$ cat src/sv/suk_pkg.sv
// ----------------------------------------------------------------------------
// suk_pkg
// Shared types and constants of the sorted unique key table.
// ----------------------------------------------------------------------------
package suk_pkg;

	localparam int DEPTH_DEF      = 16;
	localparam int KEY_BITS_DEF   = 16;
	localparam int FIELD_KEY_BITS = 16;
	localparam int PAYLOAD_BITS   = 16;
	localparam int POS_OUT_BITS   = 5;
	localparam int S_TDATA_BITS   = 32;
	localparam int S_TUSER_BITS   = 8;
	localparam int M_TDATA_BITS   = 40;
	localparam int M_TUSER_BITS   = 8;

	typedef enum logic [1:0] {
		CMD_INSERT = 2'd0,
		CMD_FIND   = 2'd1,
		CMD_DUMP   = 2'd2
	} cmd_t;

	typedef enum logic [2:0] {
		ST_INSERTED  = 3'd0,
		ST_DUPLICATE = 3'd1,
		ST_FULL      = 3'd2,
		ST_FOUND     = 3'd3,
		ST_NOT_FOUND = 3'd4,
		ST_DUMPED    = 3'd5
	} status_t;

	typedef enum logic [1:0] {
		S_IDLE,
		S_EXEC,
		S_DUMP
	} state_t;

	typedef struct packed {
		logic                    ins;
		logic                    kind;
		logic [PAYLOAD_BITS-1:0] payload;
	} cell_cmd_t;

	typedef struct packed {
		logic occ;
		logic lt;
		logic eq;
		logic bnd;
	} cell_flags_t;

	typedef struct packed {
		status_t                   status;
		logic [POS_OUT_BITS-1:0]   position;
		logic [FIELD_KEY_BITS-1:0] entry_key;
		logic                      entry_kind;
		logic [PAYLOAD_BITS-1:0]   entry_payload;
		logic                      last;
	} res_t;

endpackage

$ cat src/sv/suk_cell.sv
// ----------------------------------------------------------------------------
// suk_cell
// One slot of the sorted chain: compares its key with the broadcast key and,
// on insert, keeps its entry, takes the new one, or takes its left neighbor's.
// ----------------------------------------------------------------------------
module suk_cell #(
	parameter int KEY_BITS = suk_pkg::KEY_BITS_DEF
) (
	input  logic                                clk,
	input  logic                                arst_n,
	input  suk_pkg::cell_cmd_t                  cmd,
	input  logic [KEY_BITS-1:0]                 cmd_key,
	input  logic                                prev_lt,
	input  logic                                prev_occ,
	input  logic [KEY_BITS-1:0]                 prev_key,
	input  logic                                prev_kind,
	input  logic [suk_pkg::PAYLOAD_BITS-1:0]    prev_payload,
	output suk_pkg::cell_flags_t                flags,
	output logic [KEY_BITS-1:0]                 key,
	output logic                                kind,
	output logic [suk_pkg::PAYLOAD_BITS-1:0]    payload
);
	import suk_pkg::*;

	logic                    occ_q;
	logic [KEY_BITS-1:0]     key_q;
	logic                    kind_q;
	logic [PAYLOAD_BITS-1:0] payload_q;
	logic                    lt;
	logic                    eq;
	logic                    shift_en;

	assign lt       = occ_q && (key_q < cmd_key);
	assign eq       = occ_q && (key_q == cmd_key);
	assign shift_en = cmd.ins && !lt;

	always_ff @(posedge clk or negedge arst_n) begin
		if (!arst_n) begin
			occ_q <= 1'b0;
		end else if (shift_en) begin
			occ_q <= prev_lt ? 1'b1 : prev_occ;
		end
	end

	always_ff @(posedge clk) begin
		if (shift_en) begin
			if (prev_lt) begin
				key_q     <= cmd_key;
				kind_q    <= cmd.kind;
				payload_q <= cmd.payload;
			end else begin
				key_q     <= prev_key;
				kind_q    <= prev_kind;
				payload_q <= prev_payload;
			end
		end
	end

	assign flags.occ = occ_q;
	assign flags.lt  = lt;
	assign flags.eq  = eq;
	assign flags.bnd = !lt && prev_lt;
	assign key       = key_q;
	assign kind      = kind_q;
	assign payload   = payload_q;

endmodule

$ cat src/sv/sorted_unique_key_table_top.sv
// ----------------------------------------------------------------------------
// sorted_unique_key_table_top
// Sorted table of unique keys held in a chain of compare-and-shift cells.
// ----------------------------------------------------------------------------
// Insert and find: the beat is taken, then every cell compares the key in the
// same cycle and the chain shifts right of the insertion slot. A dump takes
// the beat, then returns one stored entry per cycle while the output register
// is free; an empty dump and an unused command leave the sequencer idle. The
// input is taken whenever the sequencer is idle, even while a result still
// sits in the output register; a full output register holds the sequencer.
module sorted_unique_key_table_top #(
	parameter int DEPTH    = suk_pkg::DEPTH_DEF,
	parameter int KEY_BITS = suk_pkg::KEY_BITS_DEF
) (
	input  logic                              clk,
	input  logic                              arst_n,
	input  logic                              s_tvalid,
	output logic                              s_tready,
	input  logic [suk_pkg::S_TDATA_BITS-1:0]  s_tdata,  // key, payload
	input  logic [suk_pkg::S_TUSER_BITS-1:0]  s_tuser,  // command, kind
	output logic                              m_tvalid,
	input  logic                              m_tready,
	output logic [suk_pkg::M_TDATA_BITS-1:0]  m_tdata,  // position, entry_key, entry_payload
	output logic [suk_pkg::M_TUSER_BITS-1:0]  m_tuser,  // status, entry_kind
	output logic                              m_tlast
);
	import suk_pkg::*;

	localparam int POS_W = $clog2(DEPTH + 1);
	localparam int IDX_W = $clog2(DEPTH);

	state_t                  state_q;
	state_t                  state_d;
	cmd_t                    cmd_q;
	logic [KEY_BITS-1:0]     key_q;
	logic                    kind_q;
	logic [PAYLOAD_BITS-1:0] payload_q;
	logic [POS_W-1:0]        count_q;
	logic [IDX_W-1:0]        dump_idx_q;
	logic                    m_tvalid_q;
	res_t                    res_q;
	res_t                    res_d;

	logic                    out_free;
	logic                    accept;
	logic                    exec_fire;
	logic                    dump_fire;
	logic                    ins_go;
	logic                    dup;
	logic                    full;
	logic                    last_dump;
	cmd_t                    in_cmd;

	cell_cmd_t               ccmd;
	cell_flags_t             flags  [DEPTH];
	logic [KEY_BITS-1:0]     c_key  [DEPTH];
	logic                    c_kind [DEPTH];
	logic [PAYLOAD_BITS-1:0] c_pay  [DEPTH];
	logic [DEPTH-1:0]        eq_vec;
	logic [DEPTH-1:0]        occ_vec;
	logic [DEPTH-1:0]        rd_sel;
	logic [POS_W-1:0]        eq_pos;
	logic [POS_W-1:0]        bnd_pos;
	logic [KEY_BITS-1:0]     rd_key;
	logic                    rd_kind;
	logic [PAYLOAD_BITS-1:0] rd_pay;

	assign in_cmd    = cmd_t'(s_tuser[1:0]);
	assign out_free  = !m_tvalid_q || m_tready;
	assign full      = (count_q == POS_W'(DEPTH));
	assign dup       = |eq_vec;
	assign last_dump = (POS_W'(dump_idx_q) == count_q - POS_W'(1));

	always_comb begin
		state_d = state_q;
		unique case (state_q)
			S_IDLE: begin
				if (s_tvalid) begin
					unique case (in_cmd)
						CMD_INSERT, CMD_FIND: state_d = S_EXEC;
						CMD_DUMP:             state_d = (count_q == '0) ? S_IDLE : S_DUMP;
						default:              state_d = S_IDLE;
					endcase
				end
			end
			S_EXEC: begin
				if (out_free) state_d = S_IDLE;
			end
			S_DUMP: begin
				if (out_free && last_dump) state_d = S_IDLE;
			end
			default: state_d = S_IDLE;
		endcase
	end

	always_comb begin
		s_tready  = (state_q == S_IDLE);
		accept    = s_tready && s_tvalid;
		exec_fire = (state_q == S_EXEC) && out_free;
		dump_fire = (state_q == S_DUMP) && out_free;
		ins_go    = exec_fire && (cmd_q == CMD_INSERT) && !dup && !full;
	end

	always_ff @(posedge clk or negedge arst_n) begin
		if (!arst_n) begin
			state_q    <= S_IDLE;
			count_q    <= '0;
			dump_idx_q <= '0;
			m_tvalid_q <= 1'b0;
		end else begin
			state_q <= state_d;
			if (ins_go) count_q <= count_q + POS_W'(1);
			if (accept) dump_idx_q <= '0;
			else if (dump_fire) dump_idx_q <= dump_idx_q + IDX_W'(1);
			if (exec_fire || dump_fire) m_tvalid_q <= 1'b1;
			else if (m_tready) m_tvalid_q <= 1'b0;
		end
	end

	always_ff @(posedge clk) begin
		if (accept) begin
			cmd_q     <= in_cmd;
			key_q     <= KEY_BITS'(s_tdata[FIELD_KEY_BITS-1:0]);
			kind_q    <= s_tuser[2];
			payload_q <= s_tdata[FIELD_KEY_BITS +: PAYLOAD_BITS];
		end
		if (exec_fire || dump_fire) res_q <= res_d;
	end

	assign ccmd.ins     = ins_go;
	assign ccmd.kind    = kind_q;
	assign ccmd.payload = payload_q;

	for (genvar i = 0; i < DEPTH; i++) begin : g_cell
		logic                    p_lt;
		logic                    p_occ;
		logic [KEY_BITS-1:0]     p_key;
		logic                    p_kind;
		logic [PAYLOAD_BITS-1:0] p_pay;

		if (i == 0) begin : g_head
			assign p_lt   = 1'b1;
			assign p_occ  = 1'b0;
			assign p_key  = '0;
			assign p_kind = 1'b0;
			assign p_pay  = '0;
		end else begin : g_link
			assign p_lt   = flags[i-1].lt;
			assign p_occ  = flags[i-1].occ;
			assign p_key  = c_key[i-1];
			assign p_kind = c_kind[i-1];
			assign p_pay  = c_pay[i-1];
		end

		suk_cell #(
			.KEY_BITS(KEY_BITS)
		) u_cell (
			.clk         (clk),
			.arst_n      (arst_n),
			.cmd         (ccmd),
			.cmd_key     (key_q),
			.prev_lt     (p_lt),
			.prev_occ    (p_occ),
			.prev_key    (p_key),
			.prev_kind   (p_kind),
			.prev_payload(p_pay),
			.flags       (flags[i]),
			.key         (c_key[i]),
			.kind        (c_kind[i]),
			.payload     (c_pay[i])
		);

		assign eq_vec[i]  = flags[i].eq;
		assign occ_vec[i] = flags[i].occ;
		assign rd_sel[i]  = (state_q == S_DUMP) ? (dump_idx_q == IDX_W'(i)) : flags[i].eq;
	end

	always_comb begin
		eq_pos  = '0;
		bnd_pos = '0;
		rd_key  = '0;
		rd_kind = 1'b0;
		rd_pay  = '0;
		for (int i = 0; i < DEPTH; i++) begin
			if (flags[i].eq)  eq_pos  |= POS_W'(i);
			if (flags[i].bnd) bnd_pos |= POS_W'(i);
			if (rd_sel[i]) begin
				rd_key  |= c_key[i];
				rd_kind |= c_kind[i];
				rd_pay  |= c_pay[i];
			end
		end
	end

	always_comb begin
		res_d               = '0;
		res_d.last          = 1'b1;
		res_d.position      = POS_OUT_BITS'(count_q);
		res_d.entry_key     = FIELD_KEY_BITS'(rd_key);
		res_d.entry_kind    = rd_kind;
		res_d.entry_payload = rd_pay;
		if (state_q == S_DUMP) begin
			res_d.status   = ST_DUMPED;
			res_d.position = POS_OUT_BITS'(dump_idx_q);
			res_d.last     = last_dump;
		end else if (dup) begin
			res_d.status   = (cmd_q == CMD_INSERT) ? ST_DUPLICATE : ST_FOUND;
			res_d.position = POS_OUT_BITS'(eq_pos);
		end else begin
			res_d.entry_key     = '0;
			res_d.entry_kind    = 1'b0;
			res_d.entry_payload = '0;
			if (cmd_q != CMD_INSERT) begin
				res_d.status = ST_NOT_FOUND;
			end else if (full) begin
				res_d.status = ST_FULL;
			end else begin
				res_d.status        = ST_INSERTED;
				res_d.position      = POS_OUT_BITS'(bnd_pos);
				res_d.entry_key     = FIELD_KEY_BITS'(key_q);
				res_d.entry_kind    = kind_q;
				res_d.entry_payload = payload_q;
			end
		end
	end

	assign m_tvalid = m_tvalid_q;
	assign m_tlast  = res_q.last;
	assign m_tdata  = {3'b000, res_q.entry_payload, res_q.entry_key, res_q.position};
	assign m_tuser  = {4'b0000, res_q.entry_kind, res_q.status};

	a_count_bound: assert property (@(posedge clk) disable iff (!arst_n)
		count_q <= POS_W'(DEPTH))
		else $error("entry count beyond depth");

	a_occ_count: assert property (@(posedge clk) disable iff (!arst_n)
		$countones(occ_vec) == int'(count_q))
		else $error("occupied cells disagree with entry count");

	a_unique_keys: assert property (@(posedge clk) disable iff (!arst_n)
		$onehot0(eq_vec))
		else $error("key matches more than one cell");

	a_insert_count: assert property (@(posedge clk) disable iff (!arst_n)
		ins_go |=> count_q == $past(count_q) + POS_W'(1))
		else $error("insert did not advance entry count");

endmodule
$ cat config.mk
export PLATFORM = sky130hd
export DESIGN_NAME = sorted_unique_key_table_top
export DESIGN_NICKNAME = d
export VERILOG_FILES = /design/src/sv/suk_pkg.sv /design/src/sv/suk_cell.sv /design/src/sv/sorted_unique_key_table_top.sv
export SDC_FILE = /design/constraint.sdc
export NUM_CORES = 1
export LEC_CHECK = 0
export ABC_AREA = 1
export BUFFER_PORTS_ARGS = -buffer_cell sky130_fd_sc_hd__buf_2
export CORE_MARGIN = 4
export CORE_UTILIZATION = 60
export CTS_CLUSTER_SIZE = 25
export DETAILED_ROUTE_END_ITERATION = 16
export GPL_TIMING_DRIVEN = 0
export PLACE_DENSITY = 0.77
export SKIP_LAST_GASP = 1
export SLEW_MARGIN = 15
export SYNTH_ARGS = -nofsm -noshare
export SYNTH_HDL_FRONTEND = slang
export SYNTH_SLANG_ARGS = --single-unit
export TNS_END_PERCENT = 20
$ cat constraint.sdc
create_clock -name clk -period 6.3 [get_ports clk]
set_clock_uncertainty 0.05 [all_clocks]
set_input_delay 0.63 -clock clk [delete_from_list [all_inputs] [get_ports clk]]
set_output_delay 0.63 -clock clk [all_outputs]
set_load 0.005 [all_outputs]
# After elaboration in Yosys (flattened, before gate mapping)
# Index checks and enable logic that the tools add are counted.
[op_classes]
reduce_logical = 102
eq_ne = 40
bitwise = 45
addsub = 3
n_mux = 173
magnitude_cmp = 16
[ops]
columns = ["operator", "n"]
rows = [
  ["$mux W16", 62],
  ["$or A16 B16 Y16", 30],
  ["$eq A16 B16 Y1", 16],
  ["$lt A16 B16 Y1", 16],
  ["$mux W38", 2],
  ["$mux W4", 19],
  ["$logic_and A1 B1 Y1", 70],
  ["$mux W1", 66],
  ["$mux W33", 2],
  ["$eq A4 B4 Y1 const B", 8],
  ["$mux W3", 9],
  ["$mux W2", 10],
  ["$logic_not A1 Y1", 19],
  ["$eq A4 B3 Y1 const B", 4],
  ["$reduce_or A16 Y1", 1],
  ["$or A1 B1 Y1", 15],
  ["$eq A4 B2 Y1 const B", 2],
  ["$mux W8", 1],
  ["$logic_not A2 Y1", 3],
  ["$ne A2 B2 Y1 const B", 3],
  ["$pmux W2 S3", 1],
  ["$reduce_bool A2 Y1", 3],
  ["$add A5 B1 Y5 const B", 1],
  ["$eq A4 B5 Y1", 1],
  ["12 further kinds", 15],
]
[totals]
input_bits = 44
out_inout_bits = 51
regBits = 633

# Logic depth before layout (Yosys ltp)
[depth]
ltp_word = 36
mapped_depth = 20

# Modules after synthesis
# A second synthesis with hierarchy kept.
[unflattened]
cells_unflattened = 4997
hier_area_um2 = 39809.4
[modules_own_cells]
columns = ["mod", "area_each_um2", "cells_each", "seq_area_each_um2", "n_inst"]
rows = [
  ["suk_cell", 1911.8, 215, 1016.0, 16],
  ["sorted_unique_key_table_top", 9220.1, 1557, 2612.5, 1],
]

# Worst setup path after synthesis
# Ideal clock, no wire load.
[synth_timing]
kind = "register -> register"
start = "register key_q[15]"
end = "register g_cell[0].u_cell.key_q[0] (enable)"
slack_ns = 1.959
arrival_ns = 3.867
path_stages_with_launch = 14
synth_period_minus_slack_ns = 4.341
t_required_ns = 5.827
setup_ns = 0.423
path_cell_list = "edfxtp_1 inv_1 clkbuf_1 ha_1 nand2_2 nor2_1 and2_4 nand3_4 nand4_1 nor2_4 nand2_4 nor2_1 nand2_1 nor2_1"
[synth_via]
elab_chain_len = 7
word_cells_on_any_way = 40
classes_between = "1 x order compare; 16 x eq/ne; 23 x reduce/logical"
[synth_lines]
columns = ["element", "line_no", "text"]
rows = [
  ["from (decl)", "sorted_unique_key_table_top.sv:35", "logic [KEY_BITS-1:0] key_q;"],
  ["from (signal assigned)", "sorted_unique_key_table_top.sv:123", "key_q <= KEY_BITS'(s_tdata[FIELD_KEY_BITS-1:0]);"],
  ["$eq A16 B16 Y1", "suk_cell.sv:34", "assign eq = occ_q && (key_q == cmd_key);"],
  ["$logic_and A1 B1 Y1", "suk_cell.sv:34", ""],
  ["$reduce_or A16 Y1", "sorted_unique_key_table_top.sv:71", "assign dup = |eq_vec;"],
  ["$logic_not A1 Y1", "sorted_unique_key_table_top.sv:101", "ins_go = exec_fire && (cmd_q == CMD_INSERT) && !dup && !full;"],
  ["$logic_and A1 B1 Y1 (2 in a row)", "sorted_unique_key_table_top.sv:101", ""],
  ["$logic_and A1 B1 Y1 *", "suk_cell.sv:35", "assign shift_en = cmd.ins && !lt;"],
  ["named net g_cell[0].u_cell.shift_en", "suk_cell.sv:31", "logic shift_en;"],
  ["to (signal assigned)", "suk_cell.sv:48", "key_q <= cmd_key;"],
  ["to (signal assigned)", "suk_cell.sv:52", "key_q <= prev_key;"],
  ["to (decl)", "suk_cell.sv:26", "logic [KEY_BITS-1:0] key_q;"],
]
# The timed path passes the listed nets; every way through them passes the cells marked *.
# A chain may end at the register's enable or synchronous reset.

# Final worst setup path
[layout_timing]
start = "register key_q[15]"
end = "register g_cell[10].u_cell.payload_q[14] (enable)"
[layout_via]
elab_chain_len = 7
word_cells_on_any_way = 40
classes_between = "1 x order compare; 16 x eq/ne; 23 x reduce/logical"
[layout_lines]
columns = ["element", "line_no", "text"]
rows = [
  ["$eq A16 B16 Y1", "suk_cell.sv:34", ""],
  ["$logic_and A1 B1 Y1", "suk_cell.sv:34", ""],
  ["$reduce_or A16 Y1", "sorted_unique_key_table_top.sv:71", ""],
  ["$logic_not A1 Y1", "sorted_unique_key_table_top.sv:101", ""],
  ["$logic_and A1 B1 Y1 (2 in a row)", "sorted_unique_key_table_top.sv:101", ""],
  ["$logic_and A1 B1 Y1 *", "suk_cell.sv:35", ""],
  ["named net g_cell[10].u_cell.shift_en", "suk_cell.sv:31", ""],
  ["to (signal assigned)", "suk_cell.sv:50", "payload_q <= cmd.payload;"],
  ["to (signal assigned)", "suk_cell.sv:54", "payload_q <= prev_payload;"],
  ["to (decl)", "suk_cell.sv:28", "logic [PAYLOAD_BITS-1:0] payload_q;"],
]
# Marked as above.

==> flow_metrics.py <==
metrics = {
    "yosys": {
        "synth_top_area_share": 0.500,
        "ys_ff_latch": 633,
        "syn_avg_cell_area_sq_um": 8.61,
        "syn-cell-area_sq_um": 36300,
        "synth-edff-count": 605,
        "ys_seq_area_frac": 0.519,
        "synthArstFlopShare": 0.0442,
        "yosys-top-cells-area": "edfxtp_1, nand2_1, ha_1",
        "synth_ff_type": "edfxtp_1",
        "yosys.area_share.adder": 0.0902,
        "yosys-top-cells-count": "nand2_1, edfxtp_1, o21ai_0",
        "yosysWarnings": 0,
        "ys_types": 49,
        "synth_compound_area_frac": 0.105,
        "synthXorXnorAreaFrac": 0.00145,
        "synthSimpleGateAreaFrac": 0.235,
        "synth_cells": 4220,
        "yosys-mux-area-fraction": 0,
        "yosys.area.top_type": "edfxtp_1",
        "synth_top_family_by_area": "simple AND/OR/NAND/NOR gates",
        "synth.most_common_cell": "nand2_1",
    },
    "setup_path": {
        "r2r-end": "g_cell[10].u_cell.payload[14]",
        "r2r-start": "key_q[15]",
        "cp_slowest_stage_delay_ns": 0.63,
        "worstSetupStartpointType": "register",
        "cp.required_ns": 6.50,
        "r2r_slack_ns": 1.47,
        "critPathCaptureType": "register",
        "r2r_cells": 15,
        "crit_chain": "inv_1 > clkbuf_2 > ha_1 > nand2_1 > nor2_1 > nand2_1 > inv_1 > nand3_1 > nand4_1 > nor2_4 > nand2_4 > nor3_4 > buf_12 > nand2_4 > inv_2",
        "cp_max_fo": 33,
        "critPathKind": "register to register",
        "slowest_stage": "inv_2",
        "critPathArrivalTime_ns": 5.03,
    },
    "timing": {
        "final-setup-viol-count": 0,
        "hold_viol": 0,
        "hold_ws_ns": 0.0631,
        "fin_crit_sh": 0.767,
        "timing.fmax_mhz": 207,
        "maxSlewViolCount": 0,
        "min_period_ns": 4.83,
        "tightestPinTransition_ns": 1.03,
        "rsz0062_at_grt": "no",
        "slew_headroom": 0.315,
    },
    "layout": {
        "drive_gt1_frac": 0.0822,
        "fill_cells": 4992,
        "area_growth_pct": 10.1,
        "stdcell_area_sq_um": 40000,
        "diodes": 0,
        "nNetsFinal": 4691,
    },
    "clocking": {
        "tritoncts": "yes",
        "clkSinkCount": 633,
        "cts_hold_buf": 0,
        "htreeDepth": 3,
        "root_buffer": "clkbuf_16",
        "cts_resized": 0,
        "insertion_delay_ns": 0.63,
        "cts-buffers-inserted": 71,
        "clk_path_buf_depth": 3,
        "cts.clk_slew.worst_paths_ns": 0.06,
        "cts_setup_buffers": 0,
    },
    "routing": {
        "detail_route.wl_per_cell_microns": 24.6,
        "first_pass_iters": 6,
        "avgViaCountPerCell": 6.09,
        "dr.first_iter.drc_count": 4167,
        "drcViolationCount": 0,
        "vias": 31800,
        "final_antenna_net_count": 0,
        "drt_wl_total_microns": 128000,
    },
    "pwr": {
        "ir_worst_vdd_uv": 324,
        "p_leak_nw": 18.0,
        "p_per_area_nw_per_um2": 353,
        "design_power_total_w": 0.0141,
    },
    "die": {
        "num_io_pins": 95,
        "die_area_sq_um": 64600,
        "core_sq_um": 59500,
        "rows": 89,
        "dieWidth_microns": 254,
        "start_util": 0.611,
        "die_y_microns": 254,
    },
    "placement": {
        "port_buffers": 82,
        "place_area_sq_um": 37800,
        "dp_hpwl_microns": 102000,
        "gp_congestion": 1.04,
    },
    "global_routing": {
        "grt_overflow": 0,
        "grt_pass1_wl_microns": 186000,
        "grt_use_total": 0.394,
        "grt_max_degree": 34,
        "grt_pass1_vias": 30000,
        "antenna_found_initial": 0,
    },
    "outcome": {
        "status": "complete, no violations",
    },
    "hold_path": {
        "hold_path_class": "primary input to asynchronous set/reset pin",
    },
    "run": {
        "maxCapViolations": 0,
    },
}
registers in the layout, summed over array words and instances (netlist names):
signal                 count
g_cell.u_cell.key        256
count_q                    5
key_q                     16
g_cell.u_cell.occ_q       16
kind_q                     1
m_tuser                    4
state_q                    2
g_cell.u_cell.kind        16
m_tdata                   37
m_tvalid                   1
payload_q                 16
cmd_q                      2
g_cell.u_cell.payload    256
dump_idx_q                 4
m_tlast                    1
worst max-delay path by stage:
stage | start | end | slack, ns | depth (start not counted)
3_3_place_gp | key_q[15] | g_cell[0].u_cell.payload[10] | -0.49 | 14
3_5_place_dp | key_q[12] | g_cell[15].u_cell.payload[13] | 1.41 | 15
4_1_cts | key_q[12] | g_cell[12].u_cell.payload[1] | 1.40 | 15
5_1_grt | key_q[15] | g_cell[11].u_cell.payload[12] | 1.41 | 15
2_1_floorplan | key_q[15] | g_cell[0].u_cell.key[0] | 1.96 | 13
6_report | key_q[15] | g_cell[10].u_cell.payload[14] | 1.47 | 15
area by class of cell:
type / count / area [sq um] / share of cell area
timing repair buffer: 86 / 482 / 0.0120
tap: 773 / 967 / 0.0242
clock inverter: 34 / 246 / 0.00616
sequential: 633 / 18900 / 0.472
buffer: 210 / 968 / 0.0242
inverter: 222 / 833 / 0.0208
multi-input combinational: 3161 / 15700 / 0.393
clock buffer: 95 / 1910 / 0.0477
cell families after synthesis:
group,Yosys count
adder cells (fa/ha/maj),262
XOR/XNOR,6
AND/OR/NAND/NOR,2152
AO/OA/AOI/OAI,734
flip-flops,633
other,1
buffers and inverters,432
stage by stage:
stage | cells | setup TNS, ns | setup slack, ns | utilization
after CTS | 5214 | 0 | 1.40 | 0.673
after detailed placement | 5085 | 0 | 1.41 | 0.636
final | 5214 | 0 | 1.47 | 0.673
after floorplan | 4226 | 0 | 1.96 | -
after global routing | 5214 | 0 | 1.41 | 0.673
after global placement | 5081 | -16.01 | -0.491 | 0.635
power by group:
group          internal (W)  total [W]  switching (W)  leakage [nW]
logic               0.00123    0.00464        0.00342          11.1
clock network       0.00222    0.00399        0.00177          1.05
registers           0.00524    0.00549       0.000245          5.86
total               0.00869     0.0141        0.00543          18.0
metal layers:
metal,vias to the layer above,global-route usage,wire length (microns)
li1,14500,-,-
met1,14800,0.502,46100
met2,2014,0.609,56900
met3,424,0.0723,13400
met4,0,0.288,11900
met5,-,0,0
critical path: cells and delay by family (launching register included):
| family | cells | cell delay [ns] |
|---|---|---|
| simple gates | 9 | 1.65 |
| buf+inv | 5 | 1.81 |
| fa+ha+maj | 1 | 0.38 |
| flops | 1 | 0.51 |
layout by cell type (no fill, tap or decap), types with 4 or more instances in the layout:
master / n
nor2_2: 5
buf_12: 4
o21ai_0: 512
dfrtp_1: 28
nand2_4: 7
clkbuf_1: 131
nor3_1: 10
edfxtp_1: 605
o21a_1: 13
nor2_4: 4
o21ai_1: 11
nor2_1: 268
clkbuf_2: 14
inv_1: 191
ha_1: 262
nand3_1: 102
clkbuf_16: 72
buf_2: 148
o21ai_2: 18
clkinv_1: 22
a21oi_1: 161
o21bai_1: 7
clkinv_2: 5
nand4_1: 20
conb_1: 7
nand3_2: 11
xor2_1: 5
buf_4: 15
nand2_1: 1702
nand2_2: 11
inv_2: 30
Power figures use the tool's default switching activity.
